===== src/hdl/edf_pkg.sv =====
// Shared constants, codes and types for the earliest-deadline task selector.
package edf_pkg;

   localparam int TASK_SLOTS_DEF = 8;
   localparam int COUNT_BITS_DEF = 16;

   localparam logic [31:0] IDLE_REF = 32'hFFFF_FFFF;

   localparam logic [1:0] KIND_LOAD  = 2'd0;
   localparam logic [1:0] KIND_STATE = 2'd1;
   localparam logic [1:0] KIND_TICK  = 2'd2;

   localparam logic [1:0] RUN_EMPTY = 2'd0;
   localparam logic [1:0] RUN_READY = 2'd1;
   localparam logic [1:0] RUN_WAIT  = 2'd2;

   typedef enum logic [1:0] {
      SEQ_IDLE,
      SEQ_SCAN,
      SEQ_DRAIN,
      SEQ_COMMIT
   } seq_state_type;

   typedef struct packed {
      logic clear;
      logic valid;
      logic ready;
   } pick_ctrl_type;

endpackage


===== src/hdl/edf_slot_mem.sv =====
// Slot table memory: one write port, one registered read port.
module edf_slot_mem #(
   parameter int DEPTH = edf_pkg::TASK_SLOTS_DEF,
   parameter int WIDTH = 4 * edf_pkg::COUNT_BITS_DEF
) (
   input  logic                     clock,
   input  logic                     wr_en,
   input  logic [$clog2(DEPTH)-1:0] wr_addr,
   input  logic [WIDTH-1:0]         wr_data,
   input  logic [$clog2(DEPTH)-1:0] rd_addr,
   output logic [WIDTH-1:0]         rd_data
);

   logic [WIDTH-1:0] mem_ff [DEPTH];
   logic [WIDTH-1:0] rd_data_ff;

   always_ff @(posedge clock) begin
      if (wr_en) begin
         mem_ff[wr_addr] <= wr_data;
      end
      rd_data_ff <= mem_ff[rd_addr];
   end

   assign rd_data = rd_data_ff;

endmodule


===== src/hdl/edf_pick_unit.sv =====
// Shared reload, compare and count-down unit; holds the best candidate of a scan.
module edf_pick_unit #(
   parameter int COUNT_BITS = edf_pkg::COUNT_BITS_DEF,
   parameter int SLOT_BITS  = $clog2(edf_pkg::TASK_SLOTS_DEF)
) (
   input  logic                      clock,
   input  logic                      reset,
   input  edf_pkg::pick_ctrl_type    ctrl,
   input  logic [SLOT_BITS-1:0]      idx,
   input  logic [4*COUNT_BITS-1:0]   rd_word,
   output logic [4*COUNT_BITS-1:0]   wb_word,
   output logic [4*COUNT_BITS-1:0]   best_word,
   output logic [SLOT_BITS-1:0]      best_idx,
   output logic                      found
);

   logic [COUNT_BITS-1:0] per, bud, pl, bl, pl0, bl0, pl1;
   logic [31:0]           left_ext, per_ext;
   logic                  win;

   logic [31:0]             best_left_ff, best_left_in;
   logic [31:0]             best_per_ff, best_per_in;
   logic [4*COUNT_BITS-1:0] best_word_ff, best_word_in;
   logic [SLOT_BITS-1:0]    best_idx_ff, best_idx_in;
   logic                    found_ff, found_in;

   assign bl  = rd_word[COUNT_BITS-1:0];
   assign pl  = rd_word[2*COUNT_BITS-1:COUNT_BITS];
   assign bud = rd_word[3*COUNT_BITS-1:2*COUNT_BITS];
   assign per = rd_word[4*COUNT_BITS-1:3*COUNT_BITS];

   always_comb begin
      pl0      = (pl == '0) ? per : pl;
      bl0      = (pl == '0) ? bud : bl;
      pl1      = (ctrl.ready && pl0 != '0) ? pl0 - COUNT_BITS'(1) : pl0;
      wb_word  = {per, bud, pl1, bl0};
      left_ext = 32'(pl0);
      per_ext  = 32'(per);
      win      = ctrl.valid && ctrl.ready && (bl0 != '0) &&
                 ((left_ext < best_left_ff) ||
                  (left_ext == best_left_ff && per_ext < best_per_ff));
   end

   always_comb begin
      best_left_in = best_left_ff;
      best_per_in  = best_per_ff;
      best_word_in = best_word_ff;
      best_idx_in  = best_idx_ff;
      found_in     = found_ff;
      if (ctrl.clear) begin
         best_left_in = edf_pkg::IDLE_REF;
         best_per_in  = edf_pkg::IDLE_REF;
         found_in     = 1'b0;
      end else if (win) begin
         best_left_in = left_ext;
         best_per_in  = per_ext;
         best_word_in = wb_word;
         best_idx_in  = idx;
         found_in     = 1'b1;
      end
   end

   always_ff @(posedge clock) begin
      if (reset) begin
         found_ff <= 1'b0;
      end else begin
         found_ff <= found_in;
      end
   end

   always_ff @(posedge clock) begin
      best_left_ff <= best_left_in;
      best_per_ff  <= best_per_in;
      best_word_ff <= best_word_in;
      best_idx_ff  <= best_idx_in;
   end

   assign best_word = best_word_ff;
   assign best_idx  = best_idx_ff;
   assign found     = found_ff;

endmodule


===== src/hdl/edf_task_selector.sv =====
// Top level of the earliest-deadline task selector: sequencer, slot states and result register.
// Usage:
// Input words arrive on req_*: req_tuser carries the kind (load slot, set run state, tick).
// Load and state words give no result.
// A tick gives one result word on rsp_*: rsp_tdata holds the chosen slot and rsp_tuser
// is high when no slot was elected (idle runs; slot then reads zero).
// A tick with at least one ready slot sweeps the slot table one entry per cycle through
// a single memory read port and one shared compare unit, passing through the scan and
// drain states to the commit state, which loads the result register; the next word is
// taken once the sequencer is back in idle. A tick with no ready slot goes straight to
// the commit state.
// req_tready is low while a tick is in progress.
// The result register holds its word until rsp_tready; load and state words are still
// taken meanwhile, but a tick that finishes while the register is full waits for it.
// Synchronous reset empties every slot, selects slot 0 as scan start and drops any
// pending result; no clearing pass is needed.
module edf_task_selector #(
   parameter int TASK_SLOTS = edf_pkg::TASK_SLOTS_DEF,
   parameter int COUNT_BITS = edf_pkg::COUNT_BITS_DEF
) (
   input  logic        clock,
   input  logic        reset,
   input  logic        req_tvalid,
   output logic        req_tready,
   input  logic [39:0] req_tdata,   // slot[2:0], period[18:3], budget[34:19], run_state[36:35]
   input  logic [1:0]  req_tuser,   // kind[1:0]
   output logic        rsp_tvalid,
   input  logic        rsp_tready,
   output logic [7:0]  rsp_tdata,   // chosen_slot[2:0]
   output logic        rsp_tuser    // idle_chosen[0]
);

   localparam int SLOT_BITS = $clog2(TASK_SLOTS);
   localparam int CNT_W     = $clog2(TASK_SLOTS + 1);
   localparam int WORD_W    = 4 * COUNT_BITS;

   logic [1:0]  req_kind;
   logic [2:0]  req_slot;
   logic [15:0] req_period;
   logic [15:0] req_budget;
   logic [1:0]  req_run_state;

   edf_pkg::seq_state_type state_ff, state_in;

   logic [TASK_SLOTS-1:0] ready_bits_ff, ready_bits_in;
   logic [TASK_SLOTS-1:0] wait_bits_ff, wait_bits_in;
   logic [SLOT_BITS-1:0]  last_winner_ff, last_winner_in;
   logic                  was_idle_ff, was_idle_in;
   logic [SLOT_BITS-1:0]  issue_idx_ff, issue_idx_in;
   logic [CNT_W-1:0]      issue_cnt_ff, issue_cnt_in;
   logic                  proc_valid_ff, proc_valid_in;
   logic [SLOT_BITS-1:0]  proc_idx_ff, proc_idx_in;
   logic                  rsp_valid_ff, rsp_valid_in;
   logic [2:0]            rsp_slot_ff, rsp_slot_in;
   logic                  rsp_idle_ff, rsp_idle_in;

   logic                  accept, slot_ok, any_ready, is_tick, rsp_free, commit;
   logic                  proc_busy, last_issue;
   logic [SLOT_BITS-1:0]  slot_idx;

   logic                  wr_en;
   logic [SLOT_BITS-1:0]  wr_addr;
   logic [WORD_W-1:0]     wr_data, rd_data, wb_word, best_word;
   logic [SLOT_BITS-1:0]  best_idx;
   logic                  found;
   edf_pkg::pick_ctrl_type pick_ctrl;

   assign req_kind      = req_tuser;
   assign req_slot      = req_tdata[2:0];
   assign req_period    = req_tdata[18:3];
   assign req_budget    = req_tdata[34:19];
   assign req_run_state = req_tdata[36:35];

   assign req_tready = (state_ff == edf_pkg::SEQ_IDLE);
   assign accept     = req_tvalid && req_tready;
   assign is_tick    = (req_kind == edf_pkg::KIND_TICK);
   assign slot_ok    = 32'(req_slot) < TASK_SLOTS;
   assign slot_idx   = SLOT_BITS'(req_slot);
   assign any_ready  = |ready_bits_ff;
   assign rsp_free   = !rsp_valid_ff || rsp_tready;
   assign commit     = (state_ff == edf_pkg::SEQ_COMMIT) && rsp_free;
   assign last_issue = (issue_cnt_ff == CNT_W'(1));
   assign proc_busy  = ready_bits_ff[proc_idx_ff] || wait_bits_ff[proc_idx_ff];

   always_comb begin
      state_in = state_ff;
      unique case (state_ff)
         edf_pkg::SEQ_IDLE: begin
            if (accept && is_tick) begin
               state_in = any_ready ? edf_pkg::SEQ_SCAN : edf_pkg::SEQ_COMMIT;
            end
         end
         edf_pkg::SEQ_SCAN: begin
            if (last_issue) begin
               state_in = edf_pkg::SEQ_DRAIN;
            end
         end
         edf_pkg::SEQ_DRAIN: begin
            state_in = edf_pkg::SEQ_COMMIT;
         end
         edf_pkg::SEQ_COMMIT: begin
            if (rsp_free) begin
               state_in = edf_pkg::SEQ_IDLE;
            end
         end
         default: begin
            state_in = edf_pkg::SEQ_IDLE;
         end
      endcase
   end

   always_comb begin
      issue_idx_in  = issue_idx_ff;
      issue_cnt_in  = issue_cnt_ff;
      proc_valid_in = (state_ff == edf_pkg::SEQ_SCAN);
      proc_idx_in   = issue_idx_ff;
      ready_bits_in = ready_bits_ff;
      wait_bits_in  = wait_bits_ff;
      last_winner_in = last_winner_ff;
      was_idle_in   = was_idle_ff;
      rsp_valid_in  = rsp_valid_ff && !rsp_tready;
      rsp_slot_in   = rsp_slot_ff;
      rsp_idle_in   = rsp_idle_ff;
      wr_en         = 1'b0;
      wr_addr       = proc_idx_ff;
      wr_data       = wb_word;
      pick_ctrl.clear = accept && is_tick;
      pick_ctrl.valid = proc_valid_ff;
      pick_ctrl.ready = ready_bits_ff[proc_idx_ff];

      unique case (state_ff)
         edf_pkg::SEQ_IDLE: begin
            if (accept && is_tick) begin
               issue_idx_in = was_idle_ff ? '0 : last_winner_ff;
               issue_cnt_in = CNT_W'(TASK_SLOTS);
            end else if (accept && slot_ok && req_kind == edf_pkg::KIND_LOAD) begin
               wr_en   = 1'b1;
               wr_addr = slot_idx;
               wr_data = {COUNT_BITS'(req_period), COUNT_BITS'(req_budget),
                          COUNT_BITS'(0), COUNT_BITS'(0)};
               ready_bits_in[slot_idx] = 1'b1;
               wait_bits_in[slot_idx]  = 1'b0;
            end else if (accept && slot_ok && req_kind == edf_pkg::KIND_STATE) begin
               case (req_run_state)
                  edf_pkg::RUN_EMPTY: begin
                     ready_bits_in[slot_idx] = 1'b0;
                     wait_bits_in[slot_idx]  = 1'b0;
                  end
                  edf_pkg::RUN_READY: begin
                     ready_bits_in[slot_idx] = 1'b1;
                     wait_bits_in[slot_idx]  = 1'b0;
                  end
                  edf_pkg::RUN_WAIT: begin
                     ready_bits_in[slot_idx] = 1'b0;
                     wait_bits_in[slot_idx]  = 1'b1;
                  end
                  default: begin
                  end
               endcase
            end
         end
         edf_pkg::SEQ_SCAN: begin
            issue_cnt_in = issue_cnt_ff - CNT_W'(1);
            issue_idx_in = (issue_idx_ff == SLOT_BITS'(TASK_SLOTS - 1)) ?
                           '0 : issue_idx_ff + SLOT_BITS'(1);
            wr_en = proc_valid_ff && proc_busy;
         end
         edf_pkg::SEQ_DRAIN: begin
            wr_en = proc_valid_ff && proc_busy;
         end
         edf_pkg::SEQ_COMMIT: begin
            if (rsp_free) begin
               wr_en        = found;
               wr_addr      = best_idx;
               wr_data      = {best_word[WORD_W-1:COUNT_BITS],
                               best_word[COUNT_BITS-1:0] - COUNT_BITS'(1)};
               was_idle_in  = !found;
               last_winner_in = found ? best_idx : last_winner_ff;
               rsp_valid_in = 1'b1;
               rsp_slot_in  = found ? 3'(best_idx) : 3'd0;
               rsp_idle_in  = !found;
            end
         end
         default: begin
         end
      endcase
   end

   always_ff @(posedge clock) begin
      if (reset) begin
         state_ff       <= edf_pkg::SEQ_IDLE;
         ready_bits_ff  <= '0;
         wait_bits_ff   <= '0;
         last_winner_ff <= '0;
         was_idle_ff    <= 1'b1;
         issue_cnt_ff   <= '0;
         proc_valid_ff  <= 1'b0;
         rsp_valid_ff   <= 1'b0;
      end else begin
         state_ff       <= state_in;
         ready_bits_ff  <= ready_bits_in;
         wait_bits_ff   <= wait_bits_in;
         last_winner_ff <= last_winner_in;
         was_idle_ff    <= was_idle_in;
         issue_cnt_ff   <= issue_cnt_in;
         proc_valid_ff  <= proc_valid_in;
         rsp_valid_ff   <= rsp_valid_in;
      end
   end

   always_ff @(posedge clock) begin
      issue_idx_ff <= issue_idx_in;
      proc_idx_ff  <= proc_idx_in;
      rsp_slot_ff  <= rsp_slot_in;
      rsp_idle_ff  <= rsp_idle_in;
   end

   edf_slot_mem #(
      .DEPTH (TASK_SLOTS),
      .WIDTH (WORD_W)
   ) u_slot_mem (
      .clock   (clock),
      .wr_en   (wr_en),
      .wr_addr (wr_addr),
      .wr_data (wr_data),
      .rd_addr (issue_idx_ff),
      .rd_data (rd_data)
   );

   edf_pick_unit #(
      .COUNT_BITS (COUNT_BITS),
      .SLOT_BITS  (SLOT_BITS)
   ) u_pick_unit (
      .clock     (clock),
      .reset     (reset),
      .ctrl      (pick_ctrl),
      .idx       (proc_idx_ff),
      .rd_word   (rd_data),
      .wb_word   (wb_word),
      .best_word (best_word),
      .best_idx  (best_idx),
      .found     (found)
   );

   assign rsp_tvalid = rsp_valid_ff;
   assign rsp_tdata  = {5'd0, rsp_slot_ff};
   assign rsp_tuser  = rsp_idle_ff;

`ifndef ASSERT_OFF
   a_tick_blocks: assert property (@(posedge clock) disable iff (reset)
      (accept && is_tick) |=> !req_tready)
      else $error("tick did not start a selection");

   a_winner_ready: assert property (@(posedge clock) disable iff (reset)
      (commit && found) |-> ready_bits_ff[best_idx])
      else $error("elected slot is not ready");

   a_idle_flag: assert property (@(posedge clock) disable iff (reset)
      (commit && !found) |=> (was_idle_ff && rsp_valid_ff && rsp_idle_ff))
      else $error("idle result not recorded");

   a_result_source: assert property (@(posedge clock) disable iff (reset)
      (!rsp_valid_ff ##1 rsp_valid_ff) |-> $past(commit))
      else $error("result loaded outside commit");
`endif

endmodule


===== config.mk =====
export PLATFORM = sky130hd
export DESIGN_NAME = edf_task_selector
export DESIGN_NICKNAME = d
export VERILOG_FILES = /design/src/hdl/edf_pkg.sv /design/src/hdl/edf_slot_mem.sv /design/src/hdl/edf_pick_unit.sv /design/src/hdl/edf_task_selector.sv
export SDC_FILE = /design/constraint.sdc
export NUM_CORES = 1
export LEC_CHECK = 0
export BUFFER_PORTS_ARGS = -buffer_cell sky130_fd_sc_hd__buf_2
export CAP_MARGIN = 5
export CORE_UTILIZATION = 40
export CTS_CLUSTER_SIZE = 30
export DETAILED_ROUTE_END_ITERATION = 12
export PLACE_DENSITY_LB_ADDON = 0.12
export SYNTH_ARGS = -nofsm -noshare
export SYNTH_HDL_FRONTEND = slang
export SYNTH_SLANG_ARGS = --single-unit

===== constraint.sdc =====
create_clock -name clock -period 20 [get_ports clock]
set_input_delay 2 -clock clock [delete_from_list [all_inputs] [get_ports clock]]
set_output_delay 2 -clock clock [all_outputs]
set_load 0.005 [all_outputs]

# Yosys cells after proc, flatten, opt, wreduce, memory -nomap -nowiden
# Memories as Yosys holds them, arrays and structs flattened. A register that Yosys moved wholly into a read port is not among the register bits.
# Cells that the tools add are included.
classes:
  muxes: 42
  n_bitwise: 6
  eq_ne: 13
  reduce_logical: 40
  order_cmp: 5
  addsub: 4
op_table:
  columns: ["op", "n"]
  rows:
  - ["64-bit two-way mux", 3]
  - ["64-bit one-hot mux with 2 select lines", 1]
  - ["16-bit by 32-bit < comparator with 1-bit output", 2]
  - ["16-bit two-way mux", 3]
  - ["16-bit by 32-bit equality test with 1-bit output", 1]
  - ["8-bit two-way mux", 4]
  - ["8-bit one-hot mux with 2 select lines", 2]
  - ["16-bit nonzero test", 2]
  - ["16-bit by 1-bit subtractor with 16-bit output, second input constant", 2]
  - ["3-bit two-way mux", 6]
  - ["8-bit AND", 2]
  - ["16-bit logical NOT", 1]
  - ["8-bit OR", 2]
  - ["1-bit logical AND", 12]
  - ["3-bit one-hot mux with 2 select lines", 2]
  - ["1-bit two-way mux", 10]
  - ["2-bit equality test, second input constant", 4]
  - ["3-bit by 4-bit < comparator with 1-bit output, second input constant", 2]
  - ["2-bit two-way mux", 4]
  - ["8-bit inverter", 1]
  - ["2-bit one-hot mux with 4 select lines", 1]
  - ["4-bit one-hot mux with 2 select lines", 1]
  - ["4-bit AND reduction", 2]
  - ["2-bit OR reduction", 4]
  - ["other kinds (21)", 36]
totals:
  reg_bits: 170
  n_memories: 1
  ram_bits: 512
  elab_cells: 128
  output_inout_bits: 11
mem_list:
  columns: ["name", "words", "width", "rd", "rd_ports_with_merged_regs", "wr", "line", "rtl"]
  rows:
  - ["u_slot_mem.mem_ff", 8, 64, 1, 1, 1, "edf_slot_mem.sv:14", "logic [WIDTH-1:0] mem_ff [DEPTH];"]

# Depth between registers and ports, before layout
depth:
  word_depth: 9
  depth_mapped: 17

# Modules after synthesis
# From an unflattened synthesis, not the netlist that was laid out.
hier_totals:
  hier_cells: 1669
  area_unflattened_um2: 28979.0
modules_own_cells:
  columns: ["mod", "area_each_um2", "instances", "cells_each"]
  rows:
  - ["edf_slot_mem", 20547.2, 1, 816]
  - ["edf_pick_unit", 5383.9, 1, 484]
  - ["edf_task_selector", 3047.9, 1, 369]

# Worst setup path after synthesis
# OpenSTA, ideal clock, no wires.
synth_path:
  path_kind: "input to register"
  startpoint: "in req_tvalid"
  endpoint: "mem u_slot_mem.mem_ff[5][0] in the netlist's numbering (enable)"
  setup_time_ns: 0.486
  required_ns: 19.514
  setup_slack_ns: 13.309
  t_arrival_ns: 6.204
  cell_stages: 7
  cell_sequence: "nand2_1 > or3_1 > clkbuf_1 > nor3_1 > a222oi_1 > or2_2 > nor2_1"
synth_between:
  elab_chain_cells: 7
synth_lines:
  columns: ["item", "line", "rtl"]
  rows:
  - ["start, declared", "edf_task_selector.sv:23", "input logic req_tvalid,"]
  - ["1-bit logical AND (*)", "edf_task_selector.sv:75", "assign accept = req_tvalid && req_tready;"]
  - ["1-bit logical AND", "edf_task_selector.sv:136", "end else if (accept && slot_ok && req_kind == edf_pkg::KIND_LOAD) begin"]
  - ["1-bit two-way mux", "edf_task_selector.sv:136", null]
  - ["1-bit two-way mux", "edf_task_selector.sv:133", "if (accept && is_tick) begin"]
  - ["1-bit one-hot mux with 3 select lines", "edf_task_selector.sv:131", "unique case (state_ff)"]
  - ["1-bit two-way mux", "edf_slot_mem.sv:18", "if (wr_en) begin"]
  - ["1-bit two-way mux (implied by the code)", "edf_slot_mem.sv:19", "mem_ff[wr_addr] <= wr_data;"]
  - ["end, declared", "edf_slot_mem.sv:14", null]
# Mark *: on every way between the ends. The rest lies on a longest branch, timed or not.

# Final worst setup path
layout_path:
  startpoint: "reg u_slot_mem.rd_data_ff[23], in the netlist u_slot_mem.rd_data[23] (read register of u_slot_mem.mem_ff)"
  endpoint: "reg u_pick_unit.best_word_ff[43], in the netlist u_pick_unit.best_word[43] (enable)"
layout_between:
  elab_chain_cells: 7
layout_lines:
  columns: ["item", "line", "rtl"]
  rows:
  - ["start, declared", "edf_slot_mem.sv:15", "logic [WIDTH-1:0] rd_data_ff;"]
  - ["16-bit logical NOT (*)", "edf_pick_unit.sv:33", "pl0 = (pl == '0) ? per : pl;"]
  - ["16-bit two-way mux (*)", "edf_pick_unit.sv:33", null]
  - ["named net u_pick_unit.pl0[12]", "edf_pick_unit.sv:17", "logic [COUNT_BITS-1:0] per, bud, pl, bl, pl0, bl0, pl1;"]
  - ["branches (longest 2 deep; another with 16-bit by 32-bit < comparator with 1-bit output)", null, null]
  - ["1-bit logical OR (*)", "edf_pick_unit.sv:40", "((left_ext < best_left_ff) ||"]
  - ["1-bit logical AND (*)", "edf_pick_unit.sv:39", "win = ctrl.valid && ctrl.ready && (bl0 != '0) &&"]
  - ["2-bit AND reduction (no source line) (*)", null, null]
  - ["end signal, assigned", "edf_pick_unit.sv:74", "best_word_ff <= best_word_in;"]
  - ["end, declared", "edf_pick_unit.sv:23", "logic [4*COUNT_BITS-1:0] best_word_ff, best_word_in;"]
# Mark *: on every way through the listed nets, which the timed path passes.
# A chain may end at the register's enable or synchronous reset.

==> run summary <==
The root buffer cell chosen for the clock tree is sky130_fd_sc_hd__clkbuf_16. The level count of the clock H-tree is 3, and the power density over the cells is 126 nW/um^2. In the routed design, unresolved DRC markers number 0.

From left edge to right edge, the die measures 268 um. The post-cts hold buffer count was 0; the share of layout cells above drive strength 1 was 25.0%. Data on the critical path arrives at its endpoint at 6.77 ns. The average cell area after synthesis works out to 17.6 sq um. Required time of the critical path: 20.23 ns. The startpoint identified for the worst register-to-register timing path is u_slot_mem.rd_data[23].

The number of rows in the core area was 97; the relative max-transition margin was 32.7%. Start-to-end type of the worst setup path: flip-flop to flip-flop. The routed wirelength normalized by instance count is 24.2 um. The post-layout minimum cycle time came out at 6.54 ns. The commonest cells after synthesis are sky130_fd_sc_hd__edfxtp_1 (586), sky130_fd_sc_hd__mux4_2 (132), sky130_fd_sc_hd__dfxtp_1 (129), sky130_fd_sc_hd__inv_1 (87), sky130_fd_sc_hd__mux2_2 (82). Synthesis inferred 715 register bits.

Summing the sequential cell areas from Yosys gives 71.0% of the chip area. Counting every sink on the clock net gives 715. Synthesis instantiated 72 different standard cells from the library.

Counting flops with a built-in enable in the synthesized netlist gives 586. The total power is 4.07 mW, and the flip-flop and latch area is 20,200 sq um. The die is 268 um tall. In the synthesized netlist the dominant register cell turns out to be sky130_fd_sc_hd__edfxtp_1.

The routed design has 65,100 um of wire. During I/O placement, the number of pins put on the boundary was 57. After detailed placement, the design holds a cell count of 2,552. The worst setup skew after layout is 0.0255 ns. At the pin with the least slew margin, the transition time is 1.01 ns. The logs give 0 for the remaining global-route overflow and 6 for the detailed-routing iteration count for the pre-antenna-repair pass. Of all nets on the critical path, the largest fanout is 56. Gates resized during post-CTS repair numbered 0. The tightest hold path in the finished design has a slack of 0.455 ns. The tool flagged a number of max-cap violations equal to 0.

Once layout is complete, the cells apart from fillers number 2,693. The number of nets in the layout was 1,773; the number of global-route vias before repair was 15,302. Derived from the worst setup path, the maximum achievable clock frequency is 153 MHz.

The peak supply drop is 0.0821 mV, and the remaining number of nets flagged by the antenna check after routing is 0. Summed over its instances, the top area cell type makes up 62.0% of the synthesized netlist area. The area used by multi-input combinational logic is 7610 sq um, and the final setup violation count is 0. The number of cells on the worst reg-to-reg path is 15. Buffers inserted during clock tree synthesis total 76. TritonCTS built the clock tree. Detailed placement finished with a half-perimeter wire length of 35,900 um. Setup repair after global routing left no endpoint under its margin. The final critical path takes up 32.7% of the cycle. The initial core utilization is 40.5%. After detailed routing, the number of vias per cell comes to 5.43.

The first global-routing pass estimated 98,100 um of wire. The run gives 70,100 sq um as the area inside the core boundary. For this design the static power due to leakage is 11.0 nW. The endpoint identified for the worst register-to-register timing path is u_pick_unit.best_word[43]. The logs give 0 for the total count of max-transition violations in the final report and 3 for the maximum buffer depth of the clock tree. In this run, the number of DRC markers left after iteration 0 of detailed routing was 1,138. In the synthesized netlist, the number of instances is 1,614.

The overall die area came out at 72,100 sq um. For the placer's final routability congestion estimate, the log shows 0.776. Tracing the worst setup path back leads to its startpoint at u_slot_mem.rd_data[23].

STA classifies the critical path endpoint as a flip-flop. The filler cells instantiated in the layout total 6,206. In the post-synthesis netlist, the cell with the most instances is sky130_fd_sc_hd__edfxtp_1.

After routing, the total negative slack on setup checks comes to 0 ns. The cell area that synthesis handed to floorplanning was 28,400 sq um. Once placement finished, the instance area stood at 29,800 sq um. The tools report the warning count from the yosys run as 0. Across all layers, the routed design uses 14,634 vias. In this run the post-CTS setup repair buffer count came out at 0. Timing endpoint of the critical path: u_pick_unit.best_word[43]. STA classifies the critical path startpoint as a flip-flop. The count of buffers from port buffering came out at 48.

Diode insertion count for antenna repair: 0. The run gives 0 as the count of endpoints failing hold in the final timing report. The fraction of registers with async set or reset after synthesis works out to 0%.

The worst hold path belongs to the class flip-flop to flip-flop. For the worst-skew pair, the clock arrives at the later sink with an insertion delay of 0.62 ns. The worst reg-to-reg setup slack was 13.46 ns. After routing the design area is 32,200 sq um. The pin count of the biggest net entering global routing is 63, and the area overhead of the layout relative to synthesis is 13.5%. The aggregate global-route resource usage is 18.6%.

Cell type with the highest aggregate area in the netlist: sky130_fd_sc_hd__edfxtp_1. The CTS clock-pin slew for the worst setup and hold paths is 0.06 ns. The flow ran to the end, and the final reports show no timing, DRC or antenna violations. The initial antenna violation count was 0.

By area the synthesized netlist is led by sky130_fd_sc_hd__edfxtp_1 (62%), sky130_fd_sc_hd__mux4_2 (10%), sky130_fd_sc_hd__dfxtp_1 (9.1%), sky130_fd_sc_hd__mux2_2 (3.3%), sky130_fd_sc_hd__ha_1 (1.6%).
## flip-flops by register name (all words and copies together) (netlist names), 4 cells and up, named ones only
register	count
u_pick_unit.best_per_ff	17
u_pick_unit.best_word	64
issue_cnt_ff	4
u_slot_mem.rd_data	64
u_slot_mem.mem_ff	512
u_pick_unit.best_left_ff	16
## cell usage in the layout, fill, tap and decap left out, types with 11 or more instances in the layout
cell                          n
sky130_fd_sc_hd__buf_4       32
sky130_fd_sc_hd__mux2i_1     18
sky130_fd_sc_hd__ha_1        37
sky130_fd_sc_hd__clkbuf_16   76
sky130_fd_sc_hd__a222oi_1    35
sky130_fd_sc_hd__clkbuf_1    22
sky130_fd_sc_hd__nor2_1      45
sky130_fd_sc_hd__mux2_2      82
sky130_fd_sc_hd__nor3_1      23
sky130_fd_sc_hd__a21oi_1     42
sky130_fd_sc_hd__mux4_2     132
sky130_fd_sc_hd__clkinv_1    12
sky130_fd_sc_hd__inv_1       87
sky130_fd_sc_hd__xnor2_1     17
sky130_fd_sc_hd__nand3_1     33
sky130_fd_sc_hd__dfxtp_1    129
sky130_fd_sc_hd__a22o_1      16
sky130_fd_sc_hd__nand2_1     49
sky130_fd_sc_hd__edfxtp_1   586
sky130_fd_sc_hd__o21ai_1     11
sky130_fd_sc_hd__buf_2       48
sky130_fd_sc_hd__o21ai_0     27
## power by group
group	switching (mW)	total [mW]	internal (mW)
combinational	0.456	0.712	0.255
sequential	0.0727	1.98	1.91
clock	0.586	1.38	0.795
## worst min-delay path by stage
stage	from	endpoint	slack, ns	cells after the start
final	flip-flop	flip-flop	0.46	2
after global routing	flip-flop	flip-flop	0.47	2
after CTS	flip-flop	flip-flop	0.46	2
after detailed placement	flip-flop	flip-flop	0.45	2
after global placement	last_winner_ff[2]	last_winner_ff[2]	0.45	2
after floorplan	issue_idx_ff[2]	proc_idx_ff[2]	0.37	0
## layout make-up
class / count / share of cell area, %
Sequential cell: 715 / 62.6
Multi-Input combinational cell: 730 / 23.6
Clock buffer: 107 / 6.54
Tap cell: 940 / 3.65
Timing Repair Buffer: 80 / 1.49
Clock inverter: 34 / 1.07
Inverter: 87 / 1.01
## routing by layer
layer / global-route usage (%) / wire length [um] / vias up
li1: - / - / 6576
met1: 25.4 / 29500 / 7697
met3: 2.91 / 2290 / 86
met5: 0 / 0 / -
met2: 31.1 / 32000 / 275
met4: 4.78 / 1310 / 0
## cell families after synthesis
family,count (synthesis),share of synthesized area [%]
mux,233,14.4
simple gates,226,4.12
other cells,1,0.0132
xor+xnor,23,0.709
flops,715,71.0
buf+inv,173,2.49
compound gates,205,5.52
fa+ha+maj,38,1.67
## critical path, cell delays in order (launching register included)
cell and delay [ns]:
sky130_fd_sc_hd__dfxtp_1 0.32, sky130_fd_sc_hd__or4_4 0.57, sky130_fd_sc_hd__nor4_4 0.52, sky130_fd_sc_hd__and2_1 0.84, sky130_fd_sc_hd__a21oi_1 0.33, sky130_fd_sc_hd__inv_1 0.15
sky130_fd_sc_hd__ha_1 0.14, sky130_fd_sc_hd__nand4_1 0.12, sky130_fd_sc_hd__nor3_1 0.41, sky130_fd_sc_hd__nand3_1 0.19, sky130_fd_sc_hd__mux2i_4 0.20, sky130_fd_sc_hd__o2111a_1 0.28
sky130_fd_sc_hd__a211o_2 0.56, sky130_fd_sc_hd__nand2_1 0.23, sky130_fd_sc_hd__nor2_4 0.40, sky130_fd_sc_hd__buf_4 0.80
## through the flow
| stage | util (%) | worst slack (ns) |
|---|---|---|
| finish | 45.9 | 13.46 |
| floorplan | - | 13.31 |
| global placement | 42.4 | 13.41 |
| global route | 45.9 | 12.97 |
| CTS | 45.9 | 13.42 |
| detailed placement | 42.4 | 13.39 |
No activity file was read; power rests on OpenSTA's default activity.
